## src/design/ssd_pkg.sv

```systemverilog
// Shared types, constants and lookup functions for the seven-segment scan driver.
`timescale 1ns / 1ps
`default_nettype none

package ssd_pkg;

  // Largest value that still shows as four decimal digits
  localparam logic [15:0] OVF_LIMIT = 16'd9999;

  // Scan places
  localparam logic [1:0] POS_THOUSANDS = 2'd0;
  localparam logic [1:0] POS_HUNDREDS  = 2'd1;
  localparam logic [1:0] POS_TENS      = 2'd2;
  localparam logic [1:0] POS_UNITS     = 2'd3;

  // Active-low digit enable patterns
  localparam logic [3:0] ENABLES_OFF    = 4'hF;
  localparam logic [3:0] ENABLES_ALL_ON = 4'h0;

  // Segment bits per digit and the last bit index of a frame
  localparam int unsigned SEG_BITS = 8;
  localparam logic [2:0]  LAST_BIT = 3'(SEG_BITS - 1);

  // Reciprocals scaled by 2^24, rounded up; exact floor for values below 10000
  localparam int unsigned RECIP_SHIFT = 24;
  localparam logic [24:0] RECIP_1000  = 25'd16778;
  localparam logic [24:0] RECIP_100   = 25'd167773;
  localparam logic [24:0] RECIP_10    = 25'd1677722;
  localparam logic [24:0] RECIP_1     = 25'd16777216;

  // Divide-by-ten reciprocal scaled by 2^16, exact for values below 10000
  localparam logic [12:0] RECIP_TEN_16 = 13'd6554;

  // Overflow pattern selector
  localparam logic [3:0] ROW_E = 4'd10;

  // Quotient stage to encoder
  typedef struct packed {
    logic        ovf;
    logic [1:0]  pos;
    logic [13:0] quot;
  } ssd_quot_t;

  // One frame for the serialiser: pattern[7] leaves first
  typedef struct packed {
    logic [7:0] pattern;
    logic [3:0] enables_n;
  } ssd_frame_t;

  // Place divisor reciprocal
  function automatic logic [24:0] place_recip(input logic [1:0] pos);
    logic [24:0] r;
    case (pos)
      POS_THOUSANDS: r = RECIP_1000;
      POS_HUNDREDS:  r = RECIP_100;
      POS_TENS:      r = RECIP_10;
      POS_UNITS:     r = RECIP_1;
      default:       r = RECIP_1;
    endcase
    return r;
  endfunction

  // Active-low segment pattern, first shifted bit in the MSB
  function automatic logic [7:0] seg_pattern(input logic [3:0] row);
    logic [7:0] p;
    case (row)
      4'd0:    p = 8'b1100_0000;
      4'd1:    p = 8'b1111_1001;
      4'd2:    p = 8'b1010_0100;
      4'd3:    p = 8'b1011_0000;
      4'd4:    p = 8'b1001_1001;
      4'd5:    p = 8'b1001_0010;
      4'd6:    p = 8'b1000_0010;
      4'd7:    p = 8'b1111_1000;
      4'd8:    p = 8'b1000_0000;
      4'd9:    p = 8'b1001_0000;
      default: p = 8'b1000_0110;
    endcase
    return p;
  endfunction

endpackage

`default_nettype wire

```

## src/design/ssd_front.sv

```systemverilog
// Input register and place quotient stage of the seven-segment scan driver.
`timescale 1ns / 1ps
`default_nettype none

module ssd_front (
  input  wire logic             clk_i,
  input  wire logic             rst_ni,
  input  wire logic             in_valid_i,
  input  wire logic [15:0]      value_i,
  input  wire logic [1:0]       pos_i,
  output logic                  in_stall_o,
  input  wire logic             take_i,
  output logic                  quot_valid_o,
  output ssd_pkg::ssd_quot_t    quot_o
);
  import ssd_pkg::*;

  logic        s1_valid_q;
  logic        s1_ovf_q;
  logic [1:0]  s1_pos_q;
  logic [13:0] s1_val_q;
  logic        s2_valid_q;
  ssd_quot_t   s2_q, s2_d;
  logic        s1_ready, s2_ready, in_acc;
  logic [38:0] prod;

  // Stage handshakes
  assign s2_ready   = !s2_valid_q || take_i;
  assign s1_ready   = !s1_valid_q || s2_ready;
  assign in_stall_o = !s1_ready;
  assign in_acc     = in_valid_i && s1_ready;

  // Place quotient by reciprocal multiply
  always_comb begin
    prod       = {25'd0, s1_val_q} * {14'd0, place_recip(s1_pos_q)};
    s2_d.ovf   = s1_ovf_q;
    s2_d.pos   = s1_pos_q;
    s2_d.quot  = prod[37:RECIP_SHIFT];
  end

  // Valid bits
  always_ff @(posedge clk_i or negedge rst_ni) begin
    if (!rst_ni) begin
      s1_valid_q <= 1'b0;
      s2_valid_q <= 1'b0;
    end else begin
      if (s1_ready) s1_valid_q <= in_valid_i;
      if (s2_ready) s2_valid_q <= s1_valid_q;
    end
  end

  // Payload registers
  always_ff @(posedge clk_i) begin
    if (in_acc) begin
      s1_ovf_q <= (value_i > OVF_LIMIT);
      s1_pos_q <= pos_i;
      s1_val_q <= value_i[13:0];
    end
    if (s2_ready && s1_valid_q) s2_q <= s2_d;
  end

  assign quot_valid_o = s2_valid_q;
  assign quot_o       = s2_q;

endmodule

`default_nettype wire

```

## src/design/ssd_encode.sv

```systemverilog
// Digit extraction, leading-zero blanking and segment lookup.
`timescale 1ns / 1ps
`default_nettype none

module ssd_encode (
  input  wire logic                clk_i,
  input  wire logic                rst_ni,
  input  wire ssd_pkg::ssd_quot_t  quot_i,
  input  wire logic                take_i,
  output ssd_pkg::ssd_frame_t      frame_o
);
  import ssd_pkg::*;

  logic        lead_blank_q, lead_blank_d;
  logic [26:0] div_prod;
  logic [9:0]  tenth;
  logic [13:0] tens_part;
  logic [13:0] rem;
  logic [3:0]  digit;
  logic        blank;

  // Units digit of the place quotient: q - 10 * floor(q / 10)
  always_comb begin
    div_prod  = {13'd0, quot_i.quot} * {14'd0, RECIP_TEN_16};
    tenth     = div_prod[25:16];
    tens_part = {1'b0, tenth, 3'd0} + {3'd0, tenth, 1'b0};
    rem       = quot_i.quot - tens_part;
    digit     = rem[3:0];
  end

  // Enables, blanking and next blank flag
  always_comb begin
    blank        = (digit == 4'd0) && ((quot_i.pos == POS_THOUSANDS) || lead_blank_q);
    lead_blank_d = lead_blank_q;
    if (quot_i.ovf) begin
      frame_o.pattern   = seg_pattern(ROW_E);
      frame_o.enables_n = ENABLES_ALL_ON;
    end else begin
      frame_o.pattern = seg_pattern(digit);
      if (quot_i.pos == POS_UNITS) begin
        frame_o.enables_n = ENABLES_OFF & ~(4'b0001 << quot_i.pos);
        lead_blank_d      = 1'b0;
      end else if (blank) begin
        frame_o.enables_n = ENABLES_OFF;
        lead_blank_d      = 1'b1;
      end else begin
        frame_o.enables_n = ENABLES_OFF & ~(4'b0001 << quot_i.pos);
        lead_blank_d      = 1'b0;
      end
    end
  end

  // Blank flag moves with each frame handed to the serialiser
  always_ff @(posedge clk_i or negedge rst_ni) begin
    if (!rst_ni) begin
      lead_blank_q <= 1'b0;
    end else if (take_i) begin
      lead_blank_q <= lead_blank_d;
    end
  end

endmodule

`default_nettype wire

```

## src/design/ssd_ser.sv

```systemverilog
// Output serialiser: shifts one frame out as eight result transfers.
`timescale 1ns / 1ps
`default_nettype none

module ssd_ser (
  input  wire logic                 clk_i,
  input  wire logic                 rst_ni,
  input  wire logic                 frame_valid_i,
  input  wire ssd_pkg::ssd_frame_t  frame_i,
  output logic                      take_o,
  output logic                      out_valid_o,
  input  wire logic                 out_stall_i,
  output logic                      serial_bit_o,
  output logic [3:0]                digit_enables_n_o,
  output logic                      latch_after_o
);
  import ssd_pkg::*;

  logic       busy_q;
  logic [2:0] cnt_q;
  logic [7:0] shreg_q;
  logic [3:0] en_q;
  logic       out_acc, last;

  assign out_acc = busy_q && !out_stall_i;
  assign last    = out_acc && (cnt_q == LAST_BIT);
  assign take_o  = frame_valid_i && (!busy_q || last);

  // Control
  always_ff @(posedge clk_i or negedge rst_ni) begin
    if (!rst_ni) begin
      busy_q <= 1'b0;
      cnt_q  <= 3'd0;
    end else if (take_o) begin
      busy_q <= 1'b1;
      cnt_q  <= 3'd0;
    end else if (out_acc) begin
      busy_q <= !last;
      cnt_q  <= cnt_q + 3'd1;
    end
  end

  // Shift register and enables
  always_ff @(posedge clk_i) begin
    if (take_o) begin
      shreg_q <= frame_i.pattern;
      en_q    <= frame_i.enables_n;
    end else if (out_acc) begin
      shreg_q <= {shreg_q[6:0], 1'b0};
    end
  end

  assign out_valid_o       = busy_q;
  assign serial_bit_o      = shreg_q[7];
  assign digit_enables_n_o = en_q;
  assign latch_after_o     = (cnt_q == LAST_BIT);

endmodule

`default_nettype wire

```

## src/design/seven_segment_scan_driver_core.sv

```systemverilog
// Top level of the four-digit multiplexed seven-segment scan driver.
//
//  Channel | Direction | Handshake                | Payload
//  --------+-----------+--------------------------+-----------------------------------------
//  in      | input     | in_valid_i / in_stall_o  | value_i[15:0]
//  out     | output    | out_valid_o / out_stall_i| serial_bit_o, digit_enables_n_o[3:0],
//          |           |                          | latch_after_o
//
// Each input transfer yields eight output transfers, one segment bit per cycle while the output
// is not stalled; the serialiser's single output bit sets the sustained rate, and it takes
// the next frame together with the last bit of the current one. The first bit is registered
// in turn in the input, quotient and serialiser registers before it is presented.
// Two items can wait in the input and quotient registers while a frame shifts out.
// Reset clears the scan place, the blank flag and all valid bits; stalls on the output
// hold the current bit and back up into in_stall_o.
`timescale 1ns / 1ps
`default_nettype none

module seven_segment_scan_driver_core (
  input  wire logic        clk_i,
  input  wire logic        rst_ni,
  input  wire logic        in_valid_i,
  output logic             in_stall_o,
  input  wire logic [15:0] value_i,
  output logic             out_valid_o,
  input  wire logic        out_stall_i,
  output logic             serial_bit_o,
  output logic [3:0]       digit_enables_n_o,
  output logic             latch_after_o
);
  import ssd_pkg::*;

  logic       in_ovf;
  logic [1:0] scan_q;
  logic       in_acc;
  logic       take;
  logic       quot_valid;
  ssd_quot_t  quot;
  ssd_frame_t frame;

  assign in_acc = in_valid_i && !in_stall_o;
  assign in_ovf = (value_i > OVF_LIMIT);

  // Scan place advances on every non-overflow transfer
  always_ff @(posedge clk_i or negedge rst_ni) begin
    if (!rst_ni) begin
      scan_q <= POS_THOUSANDS;
    end else if (in_acc && !in_ovf) begin
      scan_q <= scan_q + 2'd1;
    end
  end

  ssd_front u_front (
    .clk_i        (clk_i),
    .rst_ni       (rst_ni),
    .in_valid_i   (in_valid_i),
    .value_i      (value_i),
    .pos_i        (scan_q),
    .in_stall_o   (in_stall_o),
    .take_i       (take),
    .quot_valid_o (quot_valid),
    .quot_o       (quot)
  );

  ssd_encode u_encode (
    .clk_i   (clk_i),
    .rst_ni  (rst_ni),
    .quot_i  (quot),
    .take_i  (take),
    .frame_o (frame)
  );

  ssd_ser u_ser (
    .clk_i             (clk_i),
    .rst_ni            (rst_ni),
    .frame_valid_i     (quot_valid),
    .frame_i           (frame),
    .take_o            (take),
    .out_valid_o       (out_valid_o),
    .out_stall_i       (out_stall_i),
    .serial_bit_o      (serial_bit_o),
    .digit_enables_n_o (digit_enables_n_o),
    .latch_after_o     (latch_after_o)
  );

endmodule

`default_nettype wire

```

## config.mk

```make
export PLATFORM = sky130hd
export DESIGN_NAME = seven_segment_scan_driver_core
export DESIGN_NICKNAME = d
export VERILOG_FILES = /design/src/design/ssd_pkg.sv /design/src/design/ssd_front.sv /design/src/design/ssd_encode.sv /design/src/design/ssd_ser.sv /design/src/design/seven_segment_scan_driver_core.sv
export SDC_FILE = /design/constraint.sdc
export NUM_CORES = 1
export LEC_CHECK = 0
export BUFFER_PORTS_ARGS = -buffer_cell sky130_fd_sc_hd__buf_2
export CAP_MARGIN = 20
export CELL_PAD_IN_SITES_DETAIL_PLACEMENT = 2
export CELL_PAD_IN_SITES_GLOBAL_PLACEMENT = 2
export CORE_ASPECT_RATIO = 0.5
export CORE_MARGIN = 5
export CORE_UTILIZATION = 45
export CTS_BUF_LIST = sky130_fd_sc_hd__clkbuf_16
export DETAILED_ROUTE_END_ITERATION = 7
export GPL_TIMING_DRIVEN = 0
export PLACE_DENSITY = 0.86
export SLEW_MARGIN = 25
export SYNTH_ARGS = -nofsm -noshare
export SYNTH_HDL_FRONTEND = slang
export SYNTH_HIERARCHICAL = 1
export SYNTH_SLANG_ARGS = --single-unit
```

## constraint.sdc

```tcl
create_clock -name clk_i -period 11.33 [get_ports clk_i]
set_input_delay 0.5665 -clock clk_i [delete_from_list [all_inputs] [get_ports clk_i]]
set_output_delay 0.5665 -clock clk_i [all_outputs]
set_load 0.01 [all_outputs]
```

==> impl_metrics.tcl, run 1 <==
set metrics [dict create \
    outcome "finished, final reports clean" \
    grt_usage 0.327 \
    fin_tns_setup_ns 0 \
    htreeDepth 2 \
    critPathCaptureType "flop" \
    drtPass1Iterations 5 \
    routed-via-count 10300 \
    cts_buffers 5 \
    postCtsSetupRepairBufs 0 \
    worst-r2r-cell-count 24 \
    clock.fmax_mhz 96.3 \
    ctsResizeCount 0 \
    nFillCells 3043 \
    place_hpwl_um 41000 \
    r2r_slack_ns 0.95 \
    drc_errors 0 \
    routedWlPerCell_um 30.6 \
    grt_max_degree 18 \
    final.min_clock_period_ns 10.38 \
    worst_clock_skew_ns 0.0145 \
    die_h_um 130 \
    grt.overflow.total 0 \
    cp.arrival_ns 10.53 \
    relSlewSlack 0.333 \
    antenna_left 0 \
    hold_path_class "in2async" \
    tritoncts "built" \
    drtIter0Drc 636 \
    synthesis.instances 1317 \
    io_buffers 26 \
    r2r-start "u_front/s1_pos_q[0]$_DFFE_PP_" \
    finalCritPeriodShare 0.916 \
    layout-drive-gt1-share 0.0422 \
    start_util 0.454 \
    final_common_cell "inv_1" \
    ys_ff_latch 55 \
    critical_path.startpoint_type "flop" \
    vias_per_cell 5.94 \
    area_growth_syn_to_layout_pct 5.82 \
    setup_violations 0 \
    slew_violations 0 \
    rsz0062_at_grt "no" \
    synth_area_leaders "fa_1 (34%), ha_1 (22%), inv_1 (11%)" \
    ys.warnings.count 6 \
    synth_nets 1786 \
    drt-total-wl_um 53400 \
    clock_path_buffers 2 \
    clkTransAtPathRegs_ns 0.09 \
    worst_slew_pin_slew_ns 1.00 \
    io_pins 28 \
    syn_area_um2 13100 \
    synth-edff-count 46 \
    core.rowCount 44 \
    whs_ns 0.0990 \
    antenna_found_initial 1 \
    synth_ff_type "edfxtp_1" \
    die_area_um2 32700 \
    most-common-layout-cells "inv_1 (379), ha_1 (226), fa_1 (223), nand2_1 (77)" \
    yosys.area.top_type "fa_1" \
    criticalPathCategory "reg2reg" \
    avgSynthCellArea_um2 9.92 \
    crit_fanout 10 \
    cts.sinks 55 \
    grt_first_pass_wirelength_um 79100 \
    yosysTopAreaCellShare 0.342 \
    nets 1819 \
    gp_congestion 0.889 \
    die_w_um 251 \
    synth.distinct_cells 71 \
    async_flop_share 0.164 \
    first_global_vias 12600 \
    hold_viol 0 \
    maxCapViolations 0 \
    required_ns 11.48 \
    cts-root-buf "clkbuf_16" \
    insertion_delay_ns 0.31 \
    ys_seq_area_frac 0.123 \
    r2r_end "u_front/quot_o[13]$_DFFE_PP_" \
    core_um2 28800 \
    hold_buffers 0 \
]
-- state kept, by name, summed over array words and instances, names as in the netlist --
register                 cells
u_encode/lead_blank_q        1
scan_q                       2
u_front/s1_ovf_q             1
u_front/s1_pos_q             2
u_ser/cnt_q                  3
u_front/s1_val_q            14
u_ser/digit_enables_n_o      4
u_ser/shreg_q                8
u_front/quot_valid_o         1
u_front/quot_o              17
u_ser/out_valid_o            1
u_front/s1_valid_q           1
-- worst max-delay path by stage --
| stage | start | end | slack, ns | depth (start not counted) |
|---|---|---|---|---|
| after CTS | u_front/s1_pos_q[0]$_DFFE_PP_ | u_front/quot_o[13]$_DFFE_PP_ | 1.30 | 24 |
| after global routing | u_front/s1_pos_q[0]$_DFFE_PP_ | u_front/quot_o[13]$_DFFE_PP_ | 0.94 | 24 |
| after global placement | u_front/s1_pos_q[0]$_DFFE_PP_ | u_front/quot_o[11]$_DFFE_PP_ | 2.43 | 24 |
| final | u_front/s1_pos_q[0]$_DFFE_PP_ | u_front/quot_o[13]$_DFFE_PP_ | 0.95 | 24 |
| after floorplan | u_front/s1_pos_q[0]$_DFFE_PP_ | u_front/quot_o[12]$_DFFE_PP_ | 4.57 | 24 |
| after detailed placement | u_front/s1_pos_q[0]$_DFFE_PP_ | u_front/quot_o[13]$_DFFE_PP_ | 1.87 | 24 |
-- cell families (layout without fill, tap and decap cells) --
group           after synthesis  count (layout)  synth area share
xor+xnor                     38              38            0.0265
mux                          10              10           0.00833
buf+inv                     398             432             0.116
simple gates                220             220            0.0886
fa+ha+maj                   449             449             0.558
flops                        55              55             0.123
other cells                   1               2          0.000287
compound gates              146             146            0.0794
-- area by class of cell --
class | instances | area (um^2) | share of cell area
antenna | 1 | 2.50 | 0.000181
multi-input combinational | 864 | 9950 | 0.720
clock inverter | 3 | 12.5 | 0.000905
buffer | 20 | 90.1 | 0.00652
inverter | 378 | 1420 | 0.103
sequential | 55 | 1610 | 0.116
clock buffer | 5 | 125 | 0.00905
timing repair buffer | 26 | 130 | 0.00942
tap | 391 | 489 | 0.0354
-- synthesized netlist by cell type (all sizes together), types with 3 or more instances --
cell     number
and2         46
nor2b        20
inv         378
nand4        11
clkbuf       17
o2111ai       3
o41ai         4
xor2         12
nand2b       18
nor2         22
nor3          4
fa          223
o21ai        27
o221ai        3
a31oi         3
a211oi       12
and3          3
mux2i         3
edfxtp       46
a21o          9
o31ai         3
dfrtp         9
o21bai        4
o211ai       10
o21a          8
nand3         8
buf           3
a21oi        38
ha          226
nand2        77
xnor2        25
mux2          7
-- worst max-delay path: stages, from the launching register on --
cell	delay (ns)
edfxtp_1	0.67
clkbuf_1	0.65
inv_1	0.41
ha_1	0.48
clkbuf_1	0.66
nand2_1	0.37
fa_1	0.64
inv_1	0.07
fa_1	0.51
fa_1	0.52
inv_1	0.06
fa_1	0.58
inv_1	0.07
fa_1	0.59
inv_1	0.08
fa_1	0.51
inv_1	0.05
ha_1	0.33
and3_1	0.20
and2_1	0.18
nand4_1	0.36
a211oi_1	0.89
o211ai_1	0.48
a41oi_1	0.56
o21a_1	0.25
-- per-layer routing --
| layer | global-route usage | share of wire |
|---|---|---|
| met5 | 0 | 0 |
| met4 | 0.228 | 0.081 |
| met3 | 0.0415 | 0.044 |
| met2 | 0.618 | 0.52 |
| met1 | 0.346 | 0.36 |
-- metrics by stage --
step | setup WS (ns) | util | area (um^2) | std cells
global route | 0.944 | 0.480 | 13800 | 1742
finish | 0.950 | 0.480 | 13800 | 1743
CTS | 1.30 | 0.480 | 13800 | 1742
floorplan | 4.57 | - | 13100 | 1317
global placement | 2.43 | 0.475 | 13700 | 1734
detailed placement | 1.87 | 0.475 | 13700 | 1734
Power of run 1 is left out: the tool's default activity adds up to more than one toggle a clock period on the data nets, which glitch-free logic cannot reach.
==> run 2: changes to the inputs <==
CORE_MARGIN = 3   (was 5)
CORE_UTILIZATION = 35   (was 45)
PLACE_DENSITY = 0.69   (was 0.86)
==> run 2 against run 1 <==
Against the previous run:
- cell count is 5.3% higher
- wire length fell by 30%
- clock skew fell by 0.0074 ns
- critical endpoint is now u_front/quot_o[11]$_DFFE_PP_
==> impl_metrics.tcl, run 2 (synthesis results as in run 1) <==
set metrics [dict create \
    outcome "finished, final reports clean" \
    tritoncts "built" \
    setup_violations 0 \
    io_pins 28 \
    grt_usage 0.197 \
    grt_max_degree 21 \
    final_common_cell "inv_1" \
    htreeDepth 2 \
    layout-drive-gt1-share 0.0437 \
    routed-via-count 9101 \
    critPathCaptureType "flop" \
    cts.sinks 55 \
    nFillCells 3926 \
    core_um2 36400 \
    die_w_um 279 \
    place_area_um2 13800 \
    worst_slew_pin_slew_ns 0.836 \
    criticalPathCategory "reg2reg" \
    io_buffers 26 \
    first_global_vias 10900 \
    antenna_found_initial 0 \
    multi_input_area_um2 9950 \
    drt-total-wl_um 37400 \
    postCtsSetupRepairBufs 0 \
    final.min_clock_period_ns 9.32 \
    hold_viol 0 \
    clkTransAtPathRegs_ns 0.08 \
    cts-root-buf "clkbuf_16" \
    required_ns 11.37 \
    drtIter0Drc 378 \
    cp_num_buf_inv 8 \
    drtPass1Iterations 4 \
    nets 1819 \
    whs_ns 0.109 \
    worst_path_dominant_cell_family "adder cells" \
    relSlewSlack 0.439 \
    worst_clock_skew_ns 0.00719 \
    vias_per_cell 4.96 \
    place_hpwl_um 33300 \
    slowest_delay_ns 0.84 \
    place_inst 1827 \
    num_antenna_cells 0 \
    clock_path_buffers 2 \
    largest_register_ff_count 17 \
    finalInstanceArea_um2 14000 \
    slew_violations 0 \
    hold_path_class "in2async" \
    core.rowCount 49 \
    seq_area_um2 1610 \
    fin_tns_setup_ns 0 \
    crit_slowest_cell "a211oi_1" \
    most-common-layout-cells "inv_1 (377), ha_1 (226), fa_1 (223), nand2_1 (77)" \
    die_area_um2 39800 \
    antenna_left 0 \
    gp_congestion 0.904 \
    rsz0062_at_grt "no" \
    clock.fmax_mhz 107 \
    insertion_delay_ns 0.31 \
    start_util 0.359 \
    die_h_um 143 \
    drc_errors 0 \
    hold_buffers 0 \
    grt_first_pass_wirelength_um 60600 \
    path_cells "clkbuf_1 > inv_1 > ha_1 > clkbuf_1 > nand2_1 > fa_1 > inv_1 > fa_1 > fa_1 > inv_1 > fa_1 > inv_1 > fa_1 > inv_1 > fa_1 > inv_1 > ha_1 > and3_1 > and2_1 > nand4_1 > a211oi_1 > a21oi_1 > o21ai_0 > xor2_1" \
    finalCritPeriodShare 0.823 \
    cp.arrival_ns 9.36 \
    routedWlPerCell_um 20.4 \
    crit_fanout 10 \
    grt.overflow.total 0 \
    critical_path.startpoint_type "flop" \
    maxCapViolations 0 \
    area_growth_syn_to_layout_pct 6.85 \
    cts_buffers 5 \
    ctsResizeCount 0 \
    fin_cells 1835 \
]
==> run 2: stage by stage <==
stage / setup WS, ns / utilization
global placement: 2.22 / 0.379
detailed placement: 2.04 / 0.379
finish: 2.01 / 0.384
floorplan: 4.57 / -
CTS: 2.01 / 0.384
global route: 1.47 / 0.384
==> run 2: worst reg2reg max path, delay by kind of cell, from the launching register on <==
kind / cells / cell delay, ns
simple gates: 4 / 1.03
fa+ha+maj: 8 / 4.00
compound gates: 3 / 1.53
xor+xnor: 1 / 0.12
flops: 1 / 0.63
buf+inv: 8 / 1.76
==> run 2: final timing paths <==
kind                                                     to  slack, ns  cells past startpoint                           from
min reg2reg                    u_front/quot_o[16]$_DFFE_PP_       0.44                      0     u_front/s1_ovf_q$_DFFE_PP_
max in group asynchronous  u_front/quot_valid_o$_DFFE_PN0P_      11.02                      1                         rst_ni
min in group clk_i            u_front/s1_val_q[0]$_DFFE_PP_       0.43                      1                     value_i[0]
max reg2reg                    u_front/quot_o[11]$_DFFE_PP_       2.01                     24  u_front/s1_pos_q[0]$_DFFE_PP_
max                            u_front/quot_o[11]$_DFFE_PP_       2.01                     24  u_front/s1_pos_q[0]$_DFFE_PP_
min                              u_ser/cnt_q[2]$_DFFE_PN0P_       0.11                      1                         rst_ni
==> run 2: area by class of cell <==
type	instances	area share
Multi-Input combinational cell	864	0.713
Clock buffer	5	0.00897
Tap cell	484	0.0434
Sequential cell	55	0.115
Timing Repair Buffer	26	0.00932
Clock inverter	3	0.00242
Inverter	378	0.102
Buffer	20	0.00646
==> run 2: metal layers <==
metal / GRT usage / up-vias / wire length (um)
met1: 0.251 / 4764 / 16300
met4: 0.0455 / 0 / 788
met2: 0.367 / 100 / 19100
li1: - / 4205 / -
met3: 0.0156 / 32 / 1180
met5: 0 / - / 0
Power of run 2 is left out for the same reason.
==> run 3: changes to the inputs <==
clock period = 9.18 ns   (was 11.33 ns; I/O delays follow)
==> run 3 against run 2 <==
Against the previous run:
- via count about the same
- wire length decreased by 0.12%
- critical endpoint is now u_front/quot_o[12]$_DFFE_PP_
- cell count unchanged
==> impl_metrics.tcl, run 3 (synthesis results as in run 1) <==
set metrics [dict create \
    nets 1819 \
    area_growth_syn_to_layout_pct 6.95 \
    core_um2 36400 \
    wl_met3_um 1220 \
    slowest_delay_ns 0.64 \
    io_pins 28 \
    layout-drive-gt1-share 0.0452 \
    io_buffers 26 \
    utilization 0.384 \
    antenna_found_initial 0 \
    worst_slew_pin_slew_ns 0.797 \
    clock.fmax_mhz 114 \
    final_common_cell "inv_1" \
    critPathCaptureType "flop" \
    relSlewSlack 0.468 \
    grt_first_pass_wirelength_um 60600 \
    grt_max_degree 21 \
    largest_register_ff_count 17 \
    outcome "finished, final reports clean" \
    htreeDepth 2 \
    required_ns 9.22 \
    hold_path_class "in2async" \
    setup_violations 0 \
    path_cells "clkbuf_2 > inv_1 > ha_1 > clkbuf_1 > nand2_1 > fa_1 > inv_1 > fa_1 > fa_1 > inv_1 > fa_1 > inv_1 > fa_1 > inv_1 > fa_1 > inv_1 > ha_1 > and3_1 > and2_1 > nand4_1 > a221o_1 > o21a_1 > o41ai_2 > xor2_1" \
    routedWlPerCell_um 20.3 \
    drtPass1Iterations 4 \
    drc_errors 0 \
    vias_per_cell 4.96 \
    die_area_um2 39800 \
    num_antenna_cells 0 \
    clkTransAtPathRegs_ns 0.08 \
    routed-via-count 9106 \
    most-common-layout-cells "inv_1 (377), ha_1 (226), fa_1 (223), nand2_1 (77)" \
    criticalPathCategory "reg2reg" \
    grt.overflow.total 0 \
    highest_layer "met4" \
    crit_slowest_cell "edfxtp_1" \
    cp_num_buf_inv 8 \
    clock_path_buffers 2 \
    drtIter0Drc 340 \
    slew_violations 0 \
    nFillCells 3925 \
    place_hpwl_um 33300 \
    hold_viol 0 \
    final.min_clock_period_ns 8.74 \
    insertion_delay_ns 0.30 \
    cts_buffers 5 \
    gp_congestion 0.904 \
    antenna_left 0 \
    fin_tns_setup_ns 0 \
    wl_met1_um 16200 \
    cts-root-buf "clkbuf_16" \
    worst_clock_skew_ns 0.00569 \
    die_h_um 143 \
    fin_ws_ns 0.441 \
    finalCritPeriodShare 0.952 \
    worst_path_dominant_cell_family "adder cells" \
    rsz0062_at_grt "no" \
    first_global_vias 10900 \
    cp.arrival_ns 8.78 \
    place_ws_ns -0.115 \
    die_w_um 279 \
    wl_met2_um 19100 \
    cts.sinks 55 \
    hold_buffers 0 \
    tritoncts "built" \
    start_util 0.359 \
    grt_usage 0.197 \
    drt-total-wl_um 37300 \
    maxCapViolations 0 \
    crit_fanout 10 \
    core.rowCount 49 \
    critical_path.startpoint_type "flop" \
]
run 3: cell count changes in the layout (fill, tap and decap cells not counted):
cell      delta
a211oi_4     +1
clkbuf_2     +1
a211oi_1     -1
clkbuf_1     -1
run 3: layout make-up:
cell class,count,area [um^2],area share
buffer,20,91.3,0.00654
sequential,55,1610,0.115
multi-input combinational,864,9960,0.713
timing repair buffer,26,130,0.00931
clock inverter,3,33.8,0.00242
clock buffer,5,125,0.00896
tap,484,606,0.0433
inverter,378,1420,0.102
run 3: repair_timing:
| action | in CTS | in global routing |
|---|---|---|
| pin swaps | 0 | 0 |
| resized for setup | 1 | 3 |
| setup buffers | 0 | 0 |
| setup endpoints to repair | 2 | 9 |
run 3: layer usage:
layer,GRT usage,vias to the layer above
li1,-,4207
met3,0.0156,32
met2,0.367,97
met1,0.251,4770
met4,0.0455,0
met5,0,-
run 3: metrics by stage:
step | cells | area (um^2) | hold WS (ns)
3_3_place_gp | 1827 | 13800 | 0.331
5_1_grt | 1835 | 14000 | 0.00268
4_1_cts | 1835 | 14000 | 0.00556
6_report | 1835 | 14000 | 0.00214
3_5_place_dp | 1827 | 13800 | 0.338
2_1_floorplan | 1317 | 13100 | 0.163
run 3: final timing paths:
kind / from / endpoint / slack [ns] / cells after the start
max in group asynchronous: rst_ni / u_front/quot_valid_o$_DFFE_PN0P_ / 8.98 / 1
worst max register to register: u_front/s1_pos_q[0]$_DFFE_PP_ / u_front/quot_o[12]$_DFFE_PP_ / 0.44 / 24
worst max-delay path: u_front/s1_pos_q[0]$_DFFE_PP_ / u_front/quot_o[12]$_DFFE_PP_ / 0.44 / 24
min in group clk_i: value_i[0] / u_front/s1_val_q[0]$_DFFE_PP_ / 0.32 / 1
worst min-delay path: rst_ni / u_ser/cnt_q[2]$_DFFE_PN0P_ / 0.002 / 1
worst min register to register: u_front/s1_ovf_q$_DFFE_PP_ / u_front/quot_o[16]$_DFFE_PP_ / 0.44 / 0
Power of run 3 is left out for the same reason.
